--- config.mk ---
export PLATFORM = sky130hd
export DESIGN_NAME = bmp24_to_rgb565_stream
export DESIGN_NICKNAME = d
export VERILOG_FILES = /design/src/bmp565_pkg.sv /design/src/bmp565_cfg.sv /design/src/bmp565_parse.sv /design/src/bmp565_obuf.sv /design/src/bmp24_to_rgb565_stream.sv
export SDC_FILE = /design/constraint.sdc
export NUM_CORES = 1
export LEC_CHECK = 0
export BUFFER_PORTS_ARGS = -buffer_cell sky130_fd_sc_hd__buf_2
export CORE_MARGIN = 10
export CORE_UTILIZATION = 50
export DETAILED_ROUTE_END_ITERATION = 10
export PLACE_DENSITY = 0.68
export SETUP_SLACK_MARGIN = 0.05
export SLEW_MARGIN = 40
export SYNTH_ARGS = -nofsm -noshare
export SYNTH_HDL_FRONTEND = slang
export SYNTH_SLANG_ARGS = --single-unit
--- constraint.sdc ---
create_clock -name clk -period 10.97 [get_ports clk]
set_input_delay 0.5485 -clock clk [delete_from_list [all_inputs] [get_ports clk]]
set_output_delay 0.5485 -clock clk [all_outputs]
set_load 0.02 [all_outputs]
--- src/bmp565_pkg.sv ---
// Shared types and constants for the 24-bit BMP to RGB565 stream converter.
// Used by every module of the block; depends on nothing else.
`timescale 1ns / 1ps
`default_nettype none

package bmp565_pkg;

    // Result codes
    typedef enum logic [1:0] {
        KIND_WINDOW = 2'd0,
        KIND_PIXEL  = 2'd1,
        KIND_END    = 2'd2,
        KIND_REJECT = 2'd3
    } kind_t;

    // Configuration register indexes
    localparam logic [1:0] CFG_MAX_WIDTH     = 2'd0;
    localparam logic [1:0] CFG_MAX_HEIGHT    = 2'd1;
    localparam logic [1:0] CFG_WINDOW_LEFT   = 2'd2;
    localparam logic [1:0] CFG_WINDOW_BOTTOM = 2'd3;

    // Configuration reset values
    localparam logic [15:0] RST_MAX_WIDTH     = 16'd320;
    localparam logic [15:0] RST_MAX_HEIGHT    = 16'd240;
    localparam logic [15:0] RST_WINDOW_LEFT   = 16'd0;
    localparam logic [15:0] RST_WINDOW_BOTTOM = 16'd239;

    // Header byte positions (little endian fields)
    localparam logic [5:0] HDR_WIDTH_LO  = 6'd18;
    localparam logic [5:0] HDR_WIDTH_HI  = 6'd19;
    localparam logic [5:0] HDR_HEIGHT_LO = 6'd22;
    localparam logic [5:0] HDR_HEIGHT_HI = 6'd23;
    localparam logic [5:0] HDR_BPP       = 6'd28;
    localparam logic [5:0] HDR_SIZE_B0   = 6'h22;
    localparam logic [5:0] HDR_SIZE_B1   = 6'h23;
    localparam logic [5:0] HDR_SIZE_B2   = 6'h24;
    localparam logic [5:0] HDR_SIZE_B3   = 6'h25;
    localparam logic [5:0] HDR_LAST      = 6'd53;

    // Only this pixel depth is accepted
    localparam logic [7:0] BPP_SUPPORTED = 8'd24;

    typedef struct packed {
        logic [15:0] max_width;
        logic [15:0] max_height;
        logic [15:0] window_left;
        logic [15:0] window_bottom;
    } cfg_t;

    typedef struct packed {
        kind_t       kind;
        logic [15:0] win_left;
        logic [15:0] win_top;
        logic [15:0] win_right;
        logic [15:0] win_low;
        logic [15:0] color;
        logic        image_done;
    } res_t;

endpackage

`default_nettype wire

--- src/bmp565_cfg.sv ---
// Configuration register file: limits and display window position.
// Depends on bmp565_pkg.
`timescale 1ns / 1ps
`default_nettype none

module bmp565_cfg (
    input  wire logic              clk,
    input  wire logic              rst_n,
    input  wire logic              cfg_we,
    input  wire logic [1:0]        cfg_addr,
    input  wire logic [15:0]       cfg_wdata,
    output bmp565_pkg::cfg_t       cfg
);
    import bmp565_pkg::*;

    cfg_t cfg_reg;
    cfg_t cfg_next;

    // Decode the write index
    always_comb
    begin
        cfg_next = cfg_reg;
        if (cfg_we)
        begin
            unique case (cfg_addr)
                CFG_MAX_WIDTH:     cfg_next.max_width     = cfg_wdata;
                CFG_MAX_HEIGHT:    cfg_next.max_height    = cfg_wdata;
                CFG_WINDOW_LEFT:   cfg_next.window_left   = cfg_wdata;
                CFG_WINDOW_BOTTOM: cfg_next.window_bottom = cfg_wdata;
                default:           cfg_next = cfg_reg;
            endcase
        end
    end

    always_ff @(posedge clk or negedge rst_n)
    begin
        if (!rst_n)
        begin
            cfg_reg.max_width     <= RST_MAX_WIDTH;
            cfg_reg.max_height    <= RST_MAX_HEIGHT;
            cfg_reg.window_left   <= RST_WINDOW_LEFT;
            cfg_reg.window_bottom <= RST_WINDOW_BOTTOM;
        end
        else
        begin
            cfg_reg <= cfg_next;
        end
    end

    assign cfg = cfg_reg;

endmodule

`default_nettype wire

--- src/bmp565_parse.sv ---
// Byte parser: header capture, size checks, BGR triple assembly, row padding.
// Computes at most one result per accepted item. Depends on bmp565_pkg.
`timescale 1ns / 1ps
`default_nettype none

module bmp565_parse (
    input  wire logic              clk,
    input  wire logic              rst_n,
    input  wire logic              fire,
    input  wire logic [7:0]        byte_value,
    input  wire logic              start_of_file,
    input  bmp565_pkg::cfg_t       cfg,
    output logic                   res_valid,
    output bmp565_pkg::res_t       res
);
    import bmp565_pkg::*;

    typedef enum logic [3:0] {
        PH_IDLE = 4'b0001,
        PH_HEAD = 4'b0010,
        PH_DATA = 4'b0100,
        PH_DONE = 4'b1000
    } phase_t;

    phase_t      phase_reg, phase_next;
    logic [5:0]  header_pos_reg, header_pos_next;
    logic [15:0] img_width_reg, img_width_next;
    logic [15:0] img_height_reg, img_height_next;
    logic [7:0]  bit_depth_reg, bit_depth_next;
    logic [31:0] data_left_reg, data_left_next;
    logic [1:0]  pad_bytes_reg, pad_bytes_next;
    logic [1:0]  pad_left_reg, pad_left_next;
    logic [15:0] row_pixels_reg, row_pixels_next;
    logic [1:0]  triple_pos_reg, triple_pos_next;
    logic [7:0]  blue_byte_reg, blue_byte_next;
    logic [7:0]  green_byte_reg, green_byte_next;

    // State as seen by this item, after an optional start mark
    phase_t      ph_e;
    logic [5:0]  pos_e;
    logic [15:0] width_e, height_e, row_e;
    logic [7:0]  depth_e;
    logic [31:0] left_e, left_dec;
    logic [1:0]  padb_e, padl_e, padl_dec, tri_e;
    logic        few_left, few_after, reject;
    logic [15:0] row_inc;

    always_comb
    begin
        ph_e     = start_of_file ? PH_HEAD : phase_reg;
        pos_e    = start_of_file ? 6'd0  : header_pos_reg;
        width_e  = start_of_file ? 16'd0 : img_width_reg;
        height_e = start_of_file ? 16'd0 : img_height_reg;
        depth_e  = start_of_file ? 8'd0  : bit_depth_reg;
        left_e   = start_of_file ? 32'd0 : data_left_reg;
        padb_e   = start_of_file ? 2'd0  : pad_bytes_reg;
        padl_e   = start_of_file ? 2'd0  : pad_left_reg;
        row_e    = start_of_file ? 16'd0 : row_pixels_reg;
        tri_e    = start_of_file ? 2'd0  : triple_pos_reg;
    end

    // Saturating byte count and the common end test
    assign left_dec  = (left_e != 32'd0) ? left_e - 32'd1 : 32'd0;
    assign few_left  = (left_e[31:2] == 30'd0) && (left_e[1:0] != 2'd3);
    assign few_after = (left_dec[31:2] == 30'd0) && (left_dec[1:0] != 2'd3);
    assign padl_dec  = padl_e - 2'd1;
    assign row_inc   = row_e + 16'd1;
    assign reject    = (depth_e != BPP_SUPPORTED) || (width_e > cfg.max_width)
                     || (height_e > cfg.max_height);

    // Next state and result for one item
    always_comb
    begin
        phase_next      = ph_e;
        header_pos_next = pos_e;
        img_width_next  = width_e;
        img_height_next = height_e;
        bit_depth_next  = depth_e;
        data_left_next  = left_e;
        pad_bytes_next  = padb_e;
        pad_left_next   = padl_e;
        row_pixels_next = row_e;
        triple_pos_next = tri_e;
        blue_byte_next  = blue_byte_reg;
        green_byte_next = green_byte_reg;
        res_valid       = 1'b0;
        res             = '0;

        unique case (ph_e)
            PH_HEAD:
            begin
                case (pos_e)
                    HDR_WIDTH_LO:  img_width_next[7:0]   = byte_value;
                    HDR_WIDTH_HI:  img_width_next[15:8]  = byte_value;
                    HDR_HEIGHT_LO: img_height_next[7:0]  = byte_value;
                    HDR_HEIGHT_HI: img_height_next[15:8] = byte_value;
                    HDR_BPP:       bit_depth_next        = byte_value;
                    HDR_SIZE_B0:   data_left_next[7:0]   = byte_value;
                    HDR_SIZE_B1:   data_left_next[15:8]  = byte_value;
                    HDR_SIZE_B2:   data_left_next[23:16] = byte_value;
                    HDR_SIZE_B3:   data_left_next[31:24] = byte_value;
                    default:       ;
                endcase
                if (pos_e < HDR_LAST)
                begin
                    header_pos_next = pos_e + 6'd1;
                end
                else
                begin
                    // Last header byte: check the image and open the window
                    header_pos_next = 6'd0;
                    res_valid       = 1'b1;
                    if (reject)
                    begin
                        phase_next = PH_DONE;
                        res.kind   = KIND_REJECT;
                    end
                    else
                    begin
                        pad_bytes_next  = width_e[1:0];
                        pad_left_next   = 2'd0;
                        row_pixels_next = 16'd0;
                        triple_pos_next = 2'd0;
                        res.kind        = KIND_WINDOW;
                        res.win_left    = cfg.window_left;
                        res.win_top     = cfg.window_bottom - height_e + 16'd1;
                        res.win_right   = cfg.window_left + width_e - 16'd1;
                        res.win_low     = cfg.window_bottom;
                        res.image_done  = few_left;
                        phase_next      = few_left ? PH_DONE : PH_DATA;
                    end
                end
            end
            PH_DATA:
            begin
                data_left_next = left_dec;
                if (padl_e != 2'd0)
                begin
                    // Skip row padding; the image may end on its last byte
                    pad_left_next = padl_dec;
                    if ((padl_dec == 2'd0) && few_after)
                    begin
                        phase_next     = PH_DONE;
                        res_valid      = 1'b1;
                        res.kind       = KIND_END;
                        res.image_done = 1'b1;
                    end
                end
                else if (tri_e == 2'd0)
                begin
                    blue_byte_next  = byte_value;
                    triple_pos_next = 2'd1;
                end
                else if (tri_e == 2'd1)
                begin
                    green_byte_next = byte_value;
                    triple_pos_next = 2'd2;
                end
                else
                begin
                    // Red byte completes a pixel
                    triple_pos_next = 2'd0;
                    res_valid       = 1'b1;
                    res.kind        = KIND_PIXEL;
                    res.color       = {byte_value[7:3], green_byte_reg[7:2],
                                       blue_byte_reg[7:3]};
                    if (few_after)
                    begin
                        phase_next     = PH_DONE;
                        res.image_done = 1'b1;
                    end
                    else if (row_inc == width_e)
                    begin
                        row_pixels_next = 16'd0;
                        pad_left_next   = padb_e;
                    end
                    else
                    begin
                        row_pixels_next = row_inc;
                    end
                end
            end
            default:
            begin
                // Idle or finished: stray bytes are dropped
            end
        endcase
    end

    always_ff @(posedge clk or negedge rst_n)
    begin
        if (!rst_n)
        begin
            phase_reg      <= PH_IDLE;
            header_pos_reg <= 6'd0;
            img_width_reg  <= 16'd0;
            img_height_reg <= 16'd0;
            bit_depth_reg  <= 8'd0;
            data_left_reg  <= 32'd0;
            pad_bytes_reg  <= 2'd0;
            pad_left_reg   <= 2'd0;
            row_pixels_reg <= 16'd0;
            triple_pos_reg <= 2'd0;
            blue_byte_reg  <= 8'd0;
            green_byte_reg <= 8'd0;
        end
        else if (fire)
        begin
            phase_reg      <= phase_next;
            header_pos_reg <= header_pos_next;
            img_width_reg  <= img_width_next;
            img_height_reg <= img_height_next;
            bit_depth_reg  <= bit_depth_next;
            data_left_reg  <= data_left_next;
            pad_bytes_reg  <= pad_bytes_next;
            pad_left_reg   <= pad_left_next;
            row_pixels_reg <= row_pixels_next;
            triple_pos_reg <= triple_pos_next;
            blue_byte_reg  <= blue_byte_next;
            green_byte_reg <= green_byte_next;
        end
    end

    // The header counter never runs past the last header byte.
    assert property (@(posedge clk) disable iff (!rst_n)
        header_pos_reg <= HDR_LAST)
        else $error("header position out of range");

    // A result that ends the image leaves the parser finished.
    assert property (@(posedge clk) disable iff (!rst_n)
        (fire && res_valid && res.image_done) |=> (phase_reg == PH_DONE))
        else $error("image end without finishing");

    // Padding is only pending in the data phase or after the image has finished.
    assert property (@(posedge clk) disable iff (!rst_n)
        (pad_left_reg != 2'd0) |-> (phase_reg == PH_DATA || phase_reg == PH_DONE))
        else $error("padding pending outside data phase");

endmodule

`default_nettype wire

--- src/bmp565_obuf.sv ---
// Result register with a skid entry, so input keeps flowing while a result waits.
// Depends on bmp565_pkg.
`timescale 1ns / 1ps
`default_nettype none

module bmp565_obuf (
    input  wire logic              clk,
    input  wire logic              rst_n,
    input  wire logic              push,
    input  bmp565_pkg::res_t       push_data,
    output logic                   can_take,
    output logic                   out_valid,
    input  wire logic              out_ready,
    output bmp565_pkg::res_t       out_data
);
    import bmp565_pkg::*;

    logic out_valid_reg, out_valid_next;
    logic skid_valid_reg, skid_valid_next;
    res_t out_data_reg, out_data_next;
    res_t skid_data_reg, skid_data_next;
    logic pop;

    assign pop      = out_valid_reg && out_ready;
    assign can_take = !skid_valid_reg;

    // Refill the output register from the skid entry first
    always_comb
    begin
        out_valid_next  = out_valid_reg;
        skid_valid_next = skid_valid_reg;
        out_data_next   = out_data_reg;
        skid_data_next  = skid_data_reg;
        if (pop)
        begin
            if (skid_valid_reg)
            begin
                out_data_next   = skid_data_reg;
                skid_valid_next = 1'b0;
            end
            else if (push)
            begin
                out_data_next = push_data;
            end
            else
            begin
                out_valid_next = 1'b0;
            end
        end
        else if (push)
        begin
            if (!out_valid_reg)
            begin
                out_data_next  = push_data;
                out_valid_next = 1'b1;
            end
            else
            begin
                skid_data_next  = push_data;
                skid_valid_next = 1'b1;
            end
        end
    end

    always_ff @(posedge clk or negedge rst_n)
    begin
        if (!rst_n)
        begin
            out_valid_reg  <= 1'b0;
            skid_valid_reg <= 1'b0;
        end
        else
        begin
            out_valid_reg  <= out_valid_next;
            skid_valid_reg <= skid_valid_next;
        end
    end

    always_ff @(posedge clk)
    begin
        out_data_reg  <= out_data_next;
        skid_data_reg <= skid_data_next;
    end

    assign out_valid = out_valid_reg;
    assign out_data  = out_data_reg;

    // The skid entry is only ever occupied behind a full output register.
    assert property (@(posedge clk) disable iff (!rst_n)
        skid_valid_reg |-> out_valid_reg)
        else $error("skid entry holds an item ahead of the output register");

    // The skid entry fills only when the output was held by the consumer.
    assert property (@(posedge clk) disable iff (!rst_n)
        $rose(skid_valid_reg) |-> $past(out_valid_reg && !out_ready))
        else $error("skid entry filled without a stall");

endmodule

`default_nettype wire

--- src/bmp24_to_rgb565_stream.sv ---
// Top level of the streaming 24-bit BMP to RGB565 converter.
// Depends on bmp565_pkg, bmp565_cfg, bmp565_parse and bmp565_obuf.
`timescale 1ns / 1ps
`default_nettype none

// The block takes one file byte per clock cycle while in_ready is high and gives
// its result, if any, through a registered output. Each byte is handled by
// a single pass through the parser's next-state logic, whose longest path is
// the 32-bit byte count decrement and its end test. Results go through an
// output register backed by one skid entry, so in_ready stays high while one
// result waits and drops only when both entries hold unread results. A byte
// marked start_of_file restarts parsing from header byte 0 at any time. The
// configuration registers take effect on the next header check and should
// only be written while the block has no results outstanding.
module bmp24_to_rgb565_stream (
    input  wire logic        clk,
    input  wire logic        rst_n,
    input  wire logic        cfg_we,
    input  wire logic [1:0]  cfg_addr,
    input  wire logic [15:0] cfg_wdata,
    input  wire logic        in_valid,
    output logic             in_ready,
    input  wire logic [7:0]  byte_value,
    input  wire logic        start_of_file,
    output logic             out_valid,
    input  wire logic        out_ready,
    output logic [1:0]       kind,
    output logic [15:0]      win_left,
    output logic [15:0]      win_top,
    output logic [15:0]      win_right,
    output logic [15:0]      win_low,
    output logic [15:0]      color,
    output logic             image_done
);
    import bmp565_pkg::*;

    cfg_t cfg;
    res_t res;
    res_t out_data;
    logic res_valid;
    logic fire;

    assign fire = in_valid && in_ready;

    bmp565_cfg u_cfg (
        .clk       (clk),
        .rst_n     (rst_n),
        .cfg_we    (cfg_we),
        .cfg_addr  (cfg_addr),
        .cfg_wdata (cfg_wdata),
        .cfg       (cfg)
    );

    bmp565_parse u_parse (
        .clk           (clk),
        .rst_n         (rst_n),
        .fire          (fire),
        .byte_value    (byte_value),
        .start_of_file (start_of_file),
        .cfg           (cfg),
        .res_valid     (res_valid),
        .res           (res)
    );

    bmp565_obuf u_obuf (
        .clk       (clk),
        .rst_n     (rst_n),
        .push      (fire && res_valid),
        .push_data (res),
        .can_take  (in_ready),
        .out_valid (out_valid),
        .out_ready (out_ready),
        .out_data  (out_data)
    );

    // Unpack the result onto the field ports
    assign kind       = out_data.kind;
    assign win_left   = out_data.win_left;
    assign win_top    = out_data.win_top;
    assign win_right  = out_data.win_right;
    assign win_low    = out_data.win_low;
    assign color      = out_data.color;
    assign image_done = out_data.image_done;

endmodule

`default_nettype wire

==> metrics <==
synthesized area 18990 µm²; layout overhead on the synthesized area 12.18%; violation count after the first detailed-routing iteration 1189; Worst path top cell family by delay compound AO/OA/AOI/OAI gates; register clock-pin slew on the reported worst setup and hold paths 0.06 ns; critical path, cell by cell buf_2 -> buf_4 -> inv_2 -> buf_4 -> nand2_1 -> ha_1 -> inv_1 -> ha_1 -> a21o_1 -> a21o_1 -> a2111oi_0 -> nor3_1 -> a2111oi_0 -> o21bai_1 -> a21oi_1 -> xor2_1 -> nor2_1 -> mux2_2; Die Height 214.9 µm; outcome complete, no violations; fraction of layout instances using a drive strength above 1 18.68%; count of pins on the block boundary 117; count of port buffers added during placement 116; via count 13960; Cell variety after synth 91; post-synth top area cell sky130_fd_sc_hd__edfxtp_1; TritonCTS clock tree done; fraction of synthesized cell area taken by the top area cell type 26.25%; count of H-tree levels built during CTS 2; grt total ovfl 0; Setup crit start start_of_file; net count after synthesis 1927; prevailing post-synth register cell sky130_fd_sc_hd__dfrtp_1; post-synthesis instance total 1795; final-layout setup total negative slack 0 ns; net count of the finished layout 1998; Worst Setup EP u_obuf.out_data[45]$_DFFE_PP_; Post-DRT Antenna Nets 0; Core Region 37580 µm²; Max Fclk 0.2025 GHz; weighted congestion reported at the end of routability-driven placement 0.9312; Worst setup SP type input pin; CP peak stage delay 0.64 ns; antenna violations before repair 0; element type at the critical path end flip-flop; largest fanout on the critical path 54; power per unit of standard cell area 154.3 nW/µm²; startpoint of the lowest-slack register-to-register path u_parse.data_left_reg[0]$_DFFE_PN0P_; global-route wire length before repair 78.11 mm; commonest non-fill, non-tap cells in the layout sky130_fd_sc_hd__nand2_1 (200), sky130_fd_sc_hd__dfrtp_1 (167), sky130_fd_sc_hd__edfxtp_1 (166); maximum resistive drop on vdd 0.1246 mV; number of synthesized register bits 347; Yosys warning count 0; # Post-CTS Setup Buffers 0; sequential-to-total area share from yosys stat 50.20%; most common cell after layout, fill and taps aside sky130_fd_sc_hd__nand2_1; number of max-slew violations in the final report 0; TritonCTS sink count 347; Final HPWL DP 34.10 mm; maximum number of pins on one net before global-route repair 93; max-cap violations 0; synthesized area divided by synthesized cell count 10.58 µm²; proportion of register bits with asynchronous set or reset after synthesis 52.16%; WP buf/inv 5; number of buffers created by CTS 38; diodes inserted 0; DRT Wirelength 48.45 mm; worst-skew pair later-pin latency 0.56 ns; setup repair after global routing missed its margin no; post-detailed-route via-to-cell ratio 5.803; total leakage power 9.549 nW; worst rel slew slack 41.65%; number of cell instances on the worst register-to-register path 12; via count of the first global-routing pass 13830; average wire per cell in the routed design 20.14 µm; Cell Rows 71; count of flip-flops with a built-in enable after synthesis 166; terminus of the critical flop-to-flop path u_obuf.out_data[76]$_DFFE_PP_; starting utilization of the core area 50.53%; Overall Power 3.286 mW; residual DRC count 0; register-to-register path setup slack 6.32 ns; required arrival time at the worst endpoint 11.27 ns; buffer cell driving the clock tree root sky130_fd_sc_hd__clkbuf_16; Crit path depth 18; count of endpoints failing setup in the final report 0; Die Width 214.9 µm; worst slew pin tran 0.8752 ns; cts repair resizes 0; hold-fix buffer count after cts 0; post-route clock period utilization 45.01%; clock period minus final worst setup slack 4.938 ns; Total Die Area 46170 µm²; setup clock skew after layout 0.02272 ns; number of buffers on the longest clock path 3; critical setup path kind in -> reg; top post-synthesis cells by area sky130_fd_sc_hd__edfxtp_1 (26%), sky130_fd_sc_hd__dfrtp_1 (22%), sky130_fd_sc_hd__ha_1 (6.5%); worst hold path type in -> async; arrival time reported for the critical path endpoint 5.24 ns; number of hold violations in the final report 0; total global routing track utilization 20.82%; slowest stage cell, crit path sky130_fd_sc_hd__a2111oi_0; drt pass-1 iters 7
==> kinds of logic after synthesis <==
group                    synth area share (%)
AND/OR/NAND/NOR                         14.97
AO/OA/AOI/OAI                           13.77
flip-flops                              50.20
buffers and inverters                   4.797
multiplexers                            6.320
adder cells (fa/ha/maj)                 6.669
XOR/XNOR                                3.282
==> worst register-to-register path, stage by stage (launching register included) <==
cell and delay [ns]:
sky130_fd_sc_hd__dfrtp_1 0.45, sky130_fd_sc_hd__nand2_1 0.18, sky130_fd_sc_hd__ha_1 0.48, sky130_fd_sc_hd__o21ai_1 0.35
sky130_fd_sc_hd__or3_1 0.40, sky130_fd_sc_hd__a311oi_2 0.34, sky130_fd_sc_hd__nand4_2 0.16, sky130_fd_sc_hd__nor4_4 0.39
sky130_fd_sc_hd__a21o_4 0.21, sky130_fd_sc_hd__nand2_2 0.07, sky130_fd_sc_hd__a21o_1 0.21, sky130_fd_sc_hd__a2bb2oi_4 0.38
sky130_fd_sc_hd__buf_6 0.54
==> per-layer routing <==
metal | wire, µm | GRT usage, % | vias up
met2 | 23950 | 35.27 | 427
met5 | 0 | 0 | -
li1 | - | - | 6649
met3 | 2320 | 3.202 | 91
met4 | 1464 | 7.138 | 0
met1 | 20710 | 26.65 | 6794
==> layout make-up <==
cell class                      count  area (µm²)
Fill cell                        3180       16280
Sequential cell                   347        9532
Multi-Input combinational cell   1213        8603
Clock buffer                       52        1099
Timing Repair Buffer              137       763.2
Tap cell                          511       639.4
Inverter                          129       484.2
Clock inverter                     17       180.2
==> synth_stat cells, types with 6 or more instances <==
master,n
sky130_fd_sc_hd__nor3_1,30
sky130_fd_sc_hd__ha_1,98
sky130_fd_sc_hd__o31ai_1,46
sky130_fd_sc_hd__o21ai_1,7
sky130_fd_sc_hd__nand3b_1,7
sky130_fd_sc_hd__buf_2,8
sky130_fd_sc_hd__a22oi_1,13
sky130_fd_sc_hd__or3_1,9
sky130_fd_sc_hd__mux2_2,103
sky130_fd_sc_hd__a21o_1,14
sky130_fd_sc_hd__o21a_1,7
sky130_fd_sc_hd__a222oi_1,10
sky130_fd_sc_hd__o21bai_1,7
sky130_fd_sc_hd__inv_1,129
sky130_fd_sc_hd__xor2_1,24
sky130_fd_sc_hd__nor2b_1,18
sky130_fd_sc_hd__a22o_1,47
sky130_fd_sc_hd__dfstp_2,14
sky130_fd_sc_hd__and3_1,39
sky130_fd_sc_hd__nand2_1,201
sky130_fd_sc_hd__clkbuf_1,86
sky130_fd_sc_hd__nor2_1,132
sky130_fd_sc_hd__a31oi_1,7
sky130_fd_sc_hd__nor4_1,17
sky130_fd_sc_hd__o211ai_1,6
sky130_fd_sc_hd__a21oi_1,46
sky130_fd_sc_hd__dfrtp_1,167
sky130_fd_sc_hd__nand2b_1,7
sky130_fd_sc_hd__xnor2_1,42
sky130_fd_sc_hd__edfxtp_1,166
sky130_fd_sc_hd__o21ai_0,87
sky130_fd_sc_hd__nand4_1,16
sky130_fd_sc_hd__and2_1,22
sky130_fd_sc_hd__nand3_1,29
sky130_fd_sc_hd__buf_1,9
==> how the worst min path moves through the flow <==
stage / start / to / slack [ns] / depth (start not counted)
CTS: rst_n / u_parse.data_left_reg[19]$_DFFE_PN0P_ / 0.05 / 1
global placement: u_parse.green_byte_reg[4]$_DFFE_PN0P_ / u_parse.green_byte_reg[4]$_DFFE_PN0P_ / 0.48 / 1
floorplan: rst_n / u_cfg.cfg[10]$_DFFE_PN0P_ / 0.25 / 0
global route: rst_n / u_parse.data_left_reg[19]$_DFFE_PN0P_ / 0.07 / 1
finish: rst_n / u_parse.data_left_reg[19]$_DFFE_PN0P_ / 0.03 / 1
detailed placement: u_parse.img_height_reg[1]$_DFFE_PN0P_ / u_parse.img_height_reg[1]$_DFFE_PN0P_ / 0.48 / 1
==> power by group <==
group / switching (mW) / internal (mW) / total (mW)
Sequential: 0.0380 / 1.41 / 1.45
Combinational: 0.326 / 0.213 / 0.539
Clock: 0.523 / 0.776 / 1.30
Total: 0.887 / 2.40 / 3.29
==> through the flow <==
step | worst slack [ns] | area (µm²) | util [%] | hold WS, ns | instances
finish | 6.032 | 21300 | 56.68 | 0.03038 | 2406
global route | 5.667 | 21300 | 56.68 | 0.07448 | 2406
CTS | 5.961 | 21280 | 56.64 | 0.04857 | 2406
detailed placement | 5.369 | 20000 | 53.23 | 0.4837 | 2337
global placement | 5.608 | 19970 | 53.13 | 0.4790 | 2335
floorplan | 1.137 | 18990 | - | 0.2529 | 1795
No activity file was read; power rests on OpenSTA's default activity.
